==> config.mk <==
export PLATFORM = sky130hd
export DESIGN_NAME = encoder_edge_counter_with_period_core
export DESIGN_NICKNAME = d
export VERILOG_FILES = /design/src/hdl/encp_pkg.sv /design/src/hdl/encp_in_stage.sv /design/src/hdl/encp_core.sv /design/src/hdl/encoder_edge_counter_with_period_core.sv
export SDC_FILE = /design/constraint.sdc
export NUM_CORES = 2
export LEC_CHECK = 0
export ABC_AREA = 1
export BUFFER_PORTS_ARGS = -buffer_cell sky130_fd_sc_hd__buf_2
export CAP_MARGIN = 10
export CORE_ASPECT_RATIO = 1.25
export CORE_MARGIN = 5
export CORE_UTILIZATION = 25
export CTS_CLUSTER_SIZE = 16
export DETAILED_ROUTE_END_ITERATION = 6
export PLACE_DENSITY = 0.38
export SLEW_MARGIN = 20
export SYNTH_ARGS = -nofsm -noshare
export SYNTH_HDL_FRONTEND = slang
export SYNTH_SLANG_ARGS = --single-unit
==> constraint.sdc <==
create_clock -name clk -period 9.6 [get_ports clk]
set_input_delay 1.44 -clock clk [delete_from_list [all_inputs] [get_ports clk]]
set_output_delay 1.44 -clock clk [all_outputs]
set_load 0.01 [all_outputs]
==> src/hdl/encp_pkg.sv <==
`timescale 1ns / 1ps
// ----------------------------------------------------------------------------
// encp_pkg: shared types and codes for the encoder edge counter
// Event op codes, field widths and the item/result structs used between
// the input stage and the update core.
// ----------------------------------------------------------------------------
package encp_pkg;

  localparam int unsigned OP_W   = 3;
  localparam int unsigned WORD_W = 32;
  localparam int unsigned WGT_W  = 9;

  localparam logic [OP_W-1:0] OP_NONE  = 3'd0;
  localparam logic [OP_W-1:0] OP_RISE  = 3'd1;
  localparam logic [OP_W-1:0] OP_FALL  = 3'd2;
  localparam logic [OP_W-1:0] OP_TAKE  = 3'd3;
  localparam logic [OP_W-1:0] OP_CLEAR = 3'd4;
  localparam logic [OP_W-1:0] OP_ACK   = 3'd5;

  // full weight: old period kept, new interval ignored
  localparam logic [WGT_W-1:0] WGT_FULL  = 9'd256;
  localparam logic [WGT_W-1:0] WGT_RESET = 9'd77;

  typedef struct packed {
    logic [OP_W-1:0]   op;
    logic [WORD_W-1:0] now_us;
  } item_t;

  typedef struct packed {
    logic [WORD_W-1:0] delta_ticks;
    logic [WORD_W-1:0] total_ticks;
    logic [WORD_W-1:0] rise_count;
    logic [WORD_W-1:0] fall_count;
    logic [WORD_W-1:0] period_us;
    logic              fresh;
  } result_t;

endpackage

==> src/hdl/encp_in_stage.sv <==
`timescale 1ns / 1ps
// ----------------------------------------------------------------------------
// encp_in_stage: input register
// Captures one event per transfer and holds it until the core advances it.
// ----------------------------------------------------------------------------
module encp_in_stage (
  input  logic                          clk,
  input  logic                          rst_n,
  input  logic                          in_valid,
  output logic                          in_stall,
  input  logic [encp_pkg::OP_W-1:0]     in_op,
  input  logic [encp_pkg::WORD_W-1:0]   in_now_us,
  input  logic                          adv,
  output logic                          s1_valid,
  output encp_pkg::item_t               s1_item
);

  logic            s1_valid_r;
  logic            s1_valid_nxt;
  encp_pkg::item_t s1_item_r;

  // stall only while a held item cannot move on
  assign in_stall = s1_valid_r && !adv;

  always_comb begin
    s1_valid_nxt = s1_valid_r;
    if (!in_stall) begin
      s1_valid_nxt = in_valid;
    end
  end

  always_ff @(posedge clk) begin
    if (!rst_n) begin
      s1_valid_r <= 1'b0;
    end else begin
      s1_valid_r <= s1_valid_nxt;
    end
  end

  always_ff @(posedge clk) begin
    if (in_valid && !in_stall) begin
      s1_item_r.op     <= in_op;
      s1_item_r.now_us <= in_now_us;
    end
  end

  assign s1_valid = s1_valid_r;
  assign s1_item  = s1_item_r;

endmodule

==> src/hdl/encp_core.sv <==
`timescale 1ns / 1ps
// ----------------------------------------------------------------------------
// encp_core: counter state, period smoothing and result register
// Applies one event per cycle to the counters while the result is not stalled, and loads the result register.
// ----------------------------------------------------------------------------
module encp_core (
  input  logic                         clk,
  input  logic                         rst_n,
  input  logic                         cfg_wr_en,
  input  logic [encp_pkg::WGT_W-1:0]   cfg_wr_data,
  input  logic                         s1_valid,
  input  encp_pkg::item_t              s1_item,
  output logic                         adv,
  output logic                         out_valid,
  input  logic                         out_stall,
  output encp_pkg::result_t            res
);

  logic [encp_pkg::WGT_W-1:0]  mix_weight_r;
  logic [encp_pkg::WORD_W-1:0] tick_total_r, tick_total_nxt;
  logic [encp_pkg::WORD_W-1:0] taken_base_r, taken_base_nxt;
  logic [encp_pkg::WORD_W-1:0] rises_r, rises_nxt;
  logic [encp_pkg::WORD_W-1:0] falls_r, falls_nxt;
  logic [encp_pkg::WORD_W-1:0] period_r, period_nxt;
  logic [encp_pkg::WORD_W-1:0] last_rise_r, last_rise_nxt;
  logic                        fresh_r, fresh_nxt;
  logic                        out_valid_r, out_valid_nxt;
  encp_pkg::result_t           res_r, res_nxt;

  logic [encp_pkg::WGT_W-1:0]  wgt;
  logic [encp_pkg::WORD_W-1:0] interval;
  logic signed [32:0]          diff;
  logic signed [42:0]          prod;
  logic signed [42:0]          acc;
  logic [encp_pkg::WORD_W-1:0] smoothed;

  assign adv = s1_valid && (!out_valid_r || !out_stall);

  // w*old + (256-w)*iv == iv*256 + w*(old-iv): one multiplier
  assign wgt      = (mix_weight_r > encp_pkg::WGT_FULL) ? encp_pkg::WGT_FULL : mix_weight_r;
  assign interval = s1_item.now_us - last_rise_r;
  assign diff     = $signed({1'b0, period_r}) - $signed({1'b0, interval});
  assign prod     = $signed({1'b0, wgt}) * diff;
  assign acc      = $signed({3'b000, interval, 8'h00}) + prod;
  assign smoothed = acc[39:8];

  always_comb begin
    tick_total_nxt = tick_total_r;
    taken_base_nxt = taken_base_r;
    rises_nxt      = rises_r;
    falls_nxt      = falls_r;
    period_nxt     = period_r;
    last_rise_nxt  = last_rise_r;
    fresh_nxt      = fresh_r;
    case (s1_item.op)
      encp_pkg::OP_RISE: begin
        rises_nxt      = rises_r + 32'd1;
        tick_total_nxt = tick_total_r + 32'd1;
        fresh_nxt      = 1'b1;
        period_nxt     = smoothed;
        last_rise_nxt  = s1_item.now_us;
      end
      encp_pkg::OP_FALL: begin
        falls_nxt      = falls_r + 32'd1;
        tick_total_nxt = tick_total_r + 32'd1;
        fresh_nxt      = 1'b1;
      end
      encp_pkg::OP_TAKE: begin
        taken_base_nxt = tick_total_r;
        fresh_nxt      = 1'b0;
      end
      encp_pkg::OP_CLEAR: begin
        tick_total_nxt = '0;
        taken_base_nxt = '0;
      end
      encp_pkg::OP_ACK: begin
        fresh_nxt = 1'b0;
      end
      default: begin
      end
    endcase

    res_nxt.delta_ticks = tick_total_r - taken_base_r;
    res_nxt.total_ticks = tick_total_nxt;
    res_nxt.rise_count  = rises_nxt;
    res_nxt.fall_count  = falls_nxt;
    res_nxt.period_us   = period_nxt;
    res_nxt.fresh       = fresh_nxt;
  end

  always_comb begin
    out_valid_nxt = out_valid_r;
    if (adv) begin
      out_valid_nxt = 1'b1;
    end else if (!out_stall) begin
      out_valid_nxt = 1'b0;
    end
  end

  always_ff @(posedge clk) begin
    if (!rst_n) begin
      mix_weight_r <= encp_pkg::WGT_RESET;
      tick_total_r <= '0;
      taken_base_r <= '0;
      rises_r      <= '0;
      falls_r      <= '0;
      period_r     <= '0;
      last_rise_r  <= '0;
      fresh_r      <= 1'b0;
      out_valid_r  <= 1'b0;
    end else begin
      if (cfg_wr_en) begin
        mix_weight_r <= cfg_wr_data;
      end
      if (adv) begin
        tick_total_r <= tick_total_nxt;
        taken_base_r <= taken_base_nxt;
        rises_r      <= rises_nxt;
        falls_r      <= falls_nxt;
        period_r     <= period_nxt;
        last_rise_r  <= last_rise_nxt;
        fresh_r      <= fresh_nxt;
      end
      out_valid_r <= out_valid_nxt;
    end
  end

  // hold the result while stalled
  always_ff @(posedge clk) begin
    if (adv) begin
      res_r <= res_nxt;
    end
  end

  assign out_valid = out_valid_r;
  assign res       = res_r;

  a_clear_zeroes: assert property (@(posedge clk) disable iff (!rst_n)
    adv && s1_item.op == encp_pkg::OP_CLEAR |=> tick_total_r == '0 && taken_base_r == '0)
    else $error("clear did not zero total and base");

  a_take_moves_base: assert property (@(posedge clk) disable iff (!rst_n)
    adv && s1_item.op == encp_pkg::OP_TAKE |=> !fresh_r && taken_base_r == tick_total_r)
    else $error("take did not move base or drop fresh");

  a_rise_counts: assert property (@(posedge clk) disable iff (!rst_n)
    adv && s1_item.op == encp_pkg::OP_RISE |=>
      rises_r == $past(rises_r) + 32'd1 && fresh_r && out_valid_r)
    else $error("rising edge not counted");

  a_result_matches: assert property (@(posedge clk) disable iff (!rst_n)
    adv |=> res_r.total_ticks == tick_total_r && res_r.period_us == period_r)
    else $error("result register out of step with state");

endmodule

==> src/hdl/encoder_edge_counter_with_period_core.sv <==
`timescale 1ns / 1ps
// ----------------------------------------------------------------------------
// encoder_edge_counter_with_period_core: wheel encoder tick counter
// Counts encoder edges and keeps a smoothed rising-edge period.
//
// Input channel (in_valid / in_stall): one event per transfer, op code plus a
// microsecond timestamp. Ops: none, rising edge, falling edge, take delta,
// clear counts, acknowledge.
// Result channel (out_valid / out_stall): exactly one result per event: ticks
// since the last take (as before the event), then the totals, rise and fall
// counts, smoothed period and fresh flag as after the event.
// Config: cfg_wr_en writes cfg_wr_data into the 9-bit period mix weight
// (old-period weight in 1/256 units, values above 256 act as 256).
// Path: input register, then state update and result register to out_valid.
// Throughput: one event per cycle while results are not stalled, set by the
// state update with one 10x33 multiplier in the period mix.
// Reset (rst_n low, synchronous): all counters, period and timestamps clear,
// weight returns to 77, both channels empty.
// Stall: a stalled result holds; the input register keeps taking events until
// it is full, then in_stall rises in the same cycle.
// ----------------------------------------------------------------------------
module encoder_edge_counter_with_period_core (
  input  logic                          clk,
  input  logic                          rst_n,
  input  logic                          cfg_wr_en,
  input  logic [encp_pkg::WGT_W-1:0]    cfg_wr_data,
  input  logic                          in_valid,
  output logic                          in_stall,
  input  logic [encp_pkg::OP_W-1:0]     in_op,
  input  logic [encp_pkg::WORD_W-1:0]   in_now_us,
  output logic                          out_valid,
  input  logic                          out_stall,
  output logic [encp_pkg::WORD_W-1:0]   out_delta_ticks,
  output logic [encp_pkg::WORD_W-1:0]   out_total_ticks,
  output logic [encp_pkg::WORD_W-1:0]   out_rise_count,
  output logic [encp_pkg::WORD_W-1:0]   out_fall_count,
  output logic [encp_pkg::WORD_W-1:0]   out_period_us,
  output logic                          out_fresh
);

  logic              s1_valid;
  logic              adv;
  encp_pkg::item_t   s1_item;
  encp_pkg::result_t res;

  encp_in_stage u_in_stage (
    .clk       (clk),
    .rst_n     (rst_n),
    .in_valid  (in_valid),
    .in_stall  (in_stall),
    .in_op     (in_op),
    .in_now_us (in_now_us),
    .adv       (adv),
    .s1_valid  (s1_valid),
    .s1_item   (s1_item)
  );

  encp_core u_core (
    .clk         (clk),
    .rst_n       (rst_n),
    .cfg_wr_en   (cfg_wr_en),
    .cfg_wr_data (cfg_wr_data),
    .s1_valid    (s1_valid),
    .s1_item     (s1_item),
    .adv         (adv),
    .out_valid   (out_valid),
    .out_stall   (out_stall),
    .res         (res)
  );

  assign out_delta_ticks = res.delta_ticks;
  assign out_total_ticks = res.total_ticks;
  assign out_rise_count  = res.rise_count;
  assign out_fall_count  = res.fall_count;
  assign out_period_us   = res.period_us;
  assign out_fresh       = res.fresh;

endmodule

==> metrics.md <==
| Metric | Value |
|---|---|
| DR DRC count | `0` |
| Largest stage delay, worst path | `550 ps` |
| Initial antenna violation count | `15` |
| Rel. slew slack | `30.9%` |
| Area delta synth->final | `19.6%` |
| Yosys cell types | `62` |
| Placeable core area | `0.128 mm²` |
| Total congestion overflow | `0` |
| Post-DP HPWL | `89.6 mm` |
| First-iteration detailed-routing DRC count | `1198` |
| Critical-path maximum fanout | `4` |
| Layout Skew | `28.3 ps` |
| Max Slew Vio Count | `0` |
| Crit path top cell by count | `nand2_1` |
| Required @ worst endpoint | `10060 ps` |
| Yosys reg bits | `400` |
| Async S/R FF share, synth | `0%` |
| H-tree Lvls | `2` |
| Number of flops mapped to enable cells by yosys | `196` |
| Die area | `0.136 mm²` |
| Setup WS post-layout | `544 ps` |
| Placed cells | `6013` |
| Final min period | `9060 ps` |
| DR pass1 iterations | `7` |
| Skew-Pair Late Insertion Delay | `620 ps` |
| Max Clk Rate | `110 MHz` |
| Clk pin slew, worst setup/hold paths | `60 ps` |
| Setup Viol. Count Final | `0` |
| PortBufs | `211` |
| Synth warnings | `0` |
| Syn nets | `4501` |
| FP Rows | `147` |
| Die height | `412 µm` |
| Pre-CTS setup slack | `-131 ps` |
| GP Congestion | `0.865` |
| Root Driver | `clkbuf_16` |
| Drt wl/cell | `18.3 µm` |
| Proportion of layout cells with a drive suffix above 1 | `16.1%` |
| Max clock buf depth | `3` |
| Ports | `212` |
| RSZ-0062 raised after global routing | `yes` |
| Post-Syn Area | `0.0323 mm²` |
| Synth top area cells | `edfxtp_1 18%, fa_1 15%, dfxtp_1 13%, inv_1 9.6%, nand2_1 7.6%` |
| Pin count of the biggest net entering global routing | `141` |
| First-pass GRT wire length | `172 mm` |
| Fin cells | `6112` |
| CP Launch Type | `flop` |
| Min-Delay Path Class | `flop to flop` |
| Total CTS buffers | `47` |
| Cells after Synth | `4022` |
| Setup TNS | `0 ps` |
| Antenna-violating nets left | `0` |
| Number of max-cap violations | `0` |
| Area of the multi-input gates | `0.0191 mm²` |
| Vias per inst | `4.37` |
| CTS Sinks | `400` |
| Final Hold Fails | `0` |
| Seq/Total Area, Yosys | `30.9%` |
| Register area | `0.00997 mm²` |
| Actual slew at the worst max-slew pin | `1040 ps` |
| Final Net Count | `4833` |
| Total number of vias | `26700` |
| Ys flop type | `dfxtp_1` |
| WP data arrival | `9520 ps` |
| GRT Util Overall | `16.2%` |
| Die width | `331 µm` |
| Fin crit share | `94.3%` |
| Vias in the first global route | `28400` |
| Critical path class | `flop to flop` |
| Initial core utilization | `25.1%` |
| Fill cell count | `14100` |
| WL final | `112 mm` |
| Post-synth top area share | `18.2%` |
| Cell taking the most area after synthesis | `edfxtp_1` |
| Worst Setup End Kind | `flop` |
| Critical-path top delay cell | `fa_1` |
| Syn_area_per_cell | `8.02 µm²` |
| TritonCTS clock tree | `done` |
| Outcome | `finished clean` |
| CTS Hold Bufs | `0` |
-- metal layers --
layer | part of all wire, % | up-vias | track usage [%]
met4 | 3.4 | 8 | 4.84
met3 | 4.3 | 164 | 2.78
met1 | 41 | 12700 | 19.0
met5 | 0.043 | - | 0
li1 | - | 13400 | -
met2 | 51 | 460 | 30.3
-- registers in the layout, summed over array words and instances (netlist names) --
register             flops
u_core.tick_total_r     32
u_core.out_valid         1
u_core.taken_base_r     32
u_core.last_rise_r      32
u_core.rises_r          32
u_in_stage.s1_item      35
u_core.falls_r          32
u_in_stage.s1_valid      1
u_core.period_r         32
u_core.mix_weight_r      9
u_core.fresh_r           1
u_core.res             161
-- synth_stat cells (all sizes together), types with 55 or more instances --
cell and count:
a21oi 304, nand2 711, fa 247, dfxtp 204, inv 835, ha 183, nand3 152, nor2 382
edfxtp 196, o21ai 276, nor3 55, clkbuf 79, xor2 138
-- repair_timing --
item,4_1_cts,5_1_grt
gates resized for setup,7,99
buffers inserted,0,4
setup endpoints to repair,6,35
pin swaps,0,13
-- area by class of cell --
type	instances	area share (%)
clock inverter	17	0.840
inverter	840	8.20
antenna	6	0.0389
clock buffer	71	3.68
timing repair buffer	385	6.25
tap	1713	5.56
sequential	400	25.8
multi-input combinational	2680	49.6
-- worst paths after layout --
path                            endpoint  slack, ps              startpoint  cells after the start
hold / removal    u_core.last_rise_r[26]        460  u_core.last_rise_r[26]                      2
setup reg to reg          u_core.res[30]        540   u_in_stage.s1_item[0]                     53
setup / recovery          u_core.res[30]        540   u_in_stage.s1_item[0]                     53
hold reg to reg   u_core.last_rise_r[26]        460  u_core.last_rise_r[26]                      2
-- cells by family (layout without fill, tap and decap cells) --
kind of cell               count (synthesis)  in the layout  share of synthesized area, %
buffers and inverters                    942           1313                          11.1
muxes                                      3              3                         0.105
DFF                                      400            400                          30.9
xor gates and xnor gates                 173            173                          4.93
other                                      0              6                             0
AOI/OAI and AO/OA                        697            697                          11.9
and+or+nand+nor                         1377           1377                          18.7
adders and majority gates                430            430                          22.4
-- cells in the final DEF, fill, tap and decap left out, types with 8 or more instances in the layout --
master     netlist  final
a211oi_1        12     12
a21o_1          19     19
a21oi_1        297    287
a21oi_2          6     16
a31oi_1         13     12
buf_2            3    210
buf_4            0    172
bufinv_16        0      8
clkbuf_1        79     12
clkbuf_16        0     50
clkbuf_8         0      9
clkinv_1         5      8
dfxtp_1        204    204
edfxtp_1       196    196
fa_1           247    244
ha_1           183    166
ha_2             0     15
inv_1          821    812
inv_2           14     19
nand2_1        651    636
nand2_2         53     67
nand3_1        142    137
nand3_2         10     14
nand4_1         29     29
nor2_1         354    344
nor2_2          24     30
nor2_4           4      8
nor3_1          50     46
nor3_2           5      8
nor4_1          12     11
o211ai_1        12     12
o21a_1          17     17
o21ai_0        264    257
o21ai_1         12     16
o31ai_1         12     12
or2_1            9      9
or2_2            9      9
xnor2_1         30     29
xor2_1         135    125
xor2_2           3     12
-- metrics by stage --
| stage | util (%) | hold WS (ps) | area, µm² |
|---|---|---|---|
| after floorplan | - | 433 | 32300 |
| after detailed placement | 28.3 | 450 | 36300 |
| after global routing | 30.0 | 473 | 38600 |
| after global placement | 28.3 | 444 | 36300 |
| after CTS | 29.7 | 459 | 38100 |
| final | 30.0 | 456 | 38600 |
-- worst max-delay path, delay by kind of cell, from the launching register on --
family	cells	cell delay (ps)
adders and majority gates	9	3790
and+or+nand+nor	24	2310
AOI/OAI and AO/OA	7	1160
buffers and inverters	11	1020
DFF	1	350
xor gates and xnor gates	2	300
Power is left out: the tool's default activity adds up to more than one toggle a clock period on the data nets, which glitch-free logic cannot reach.
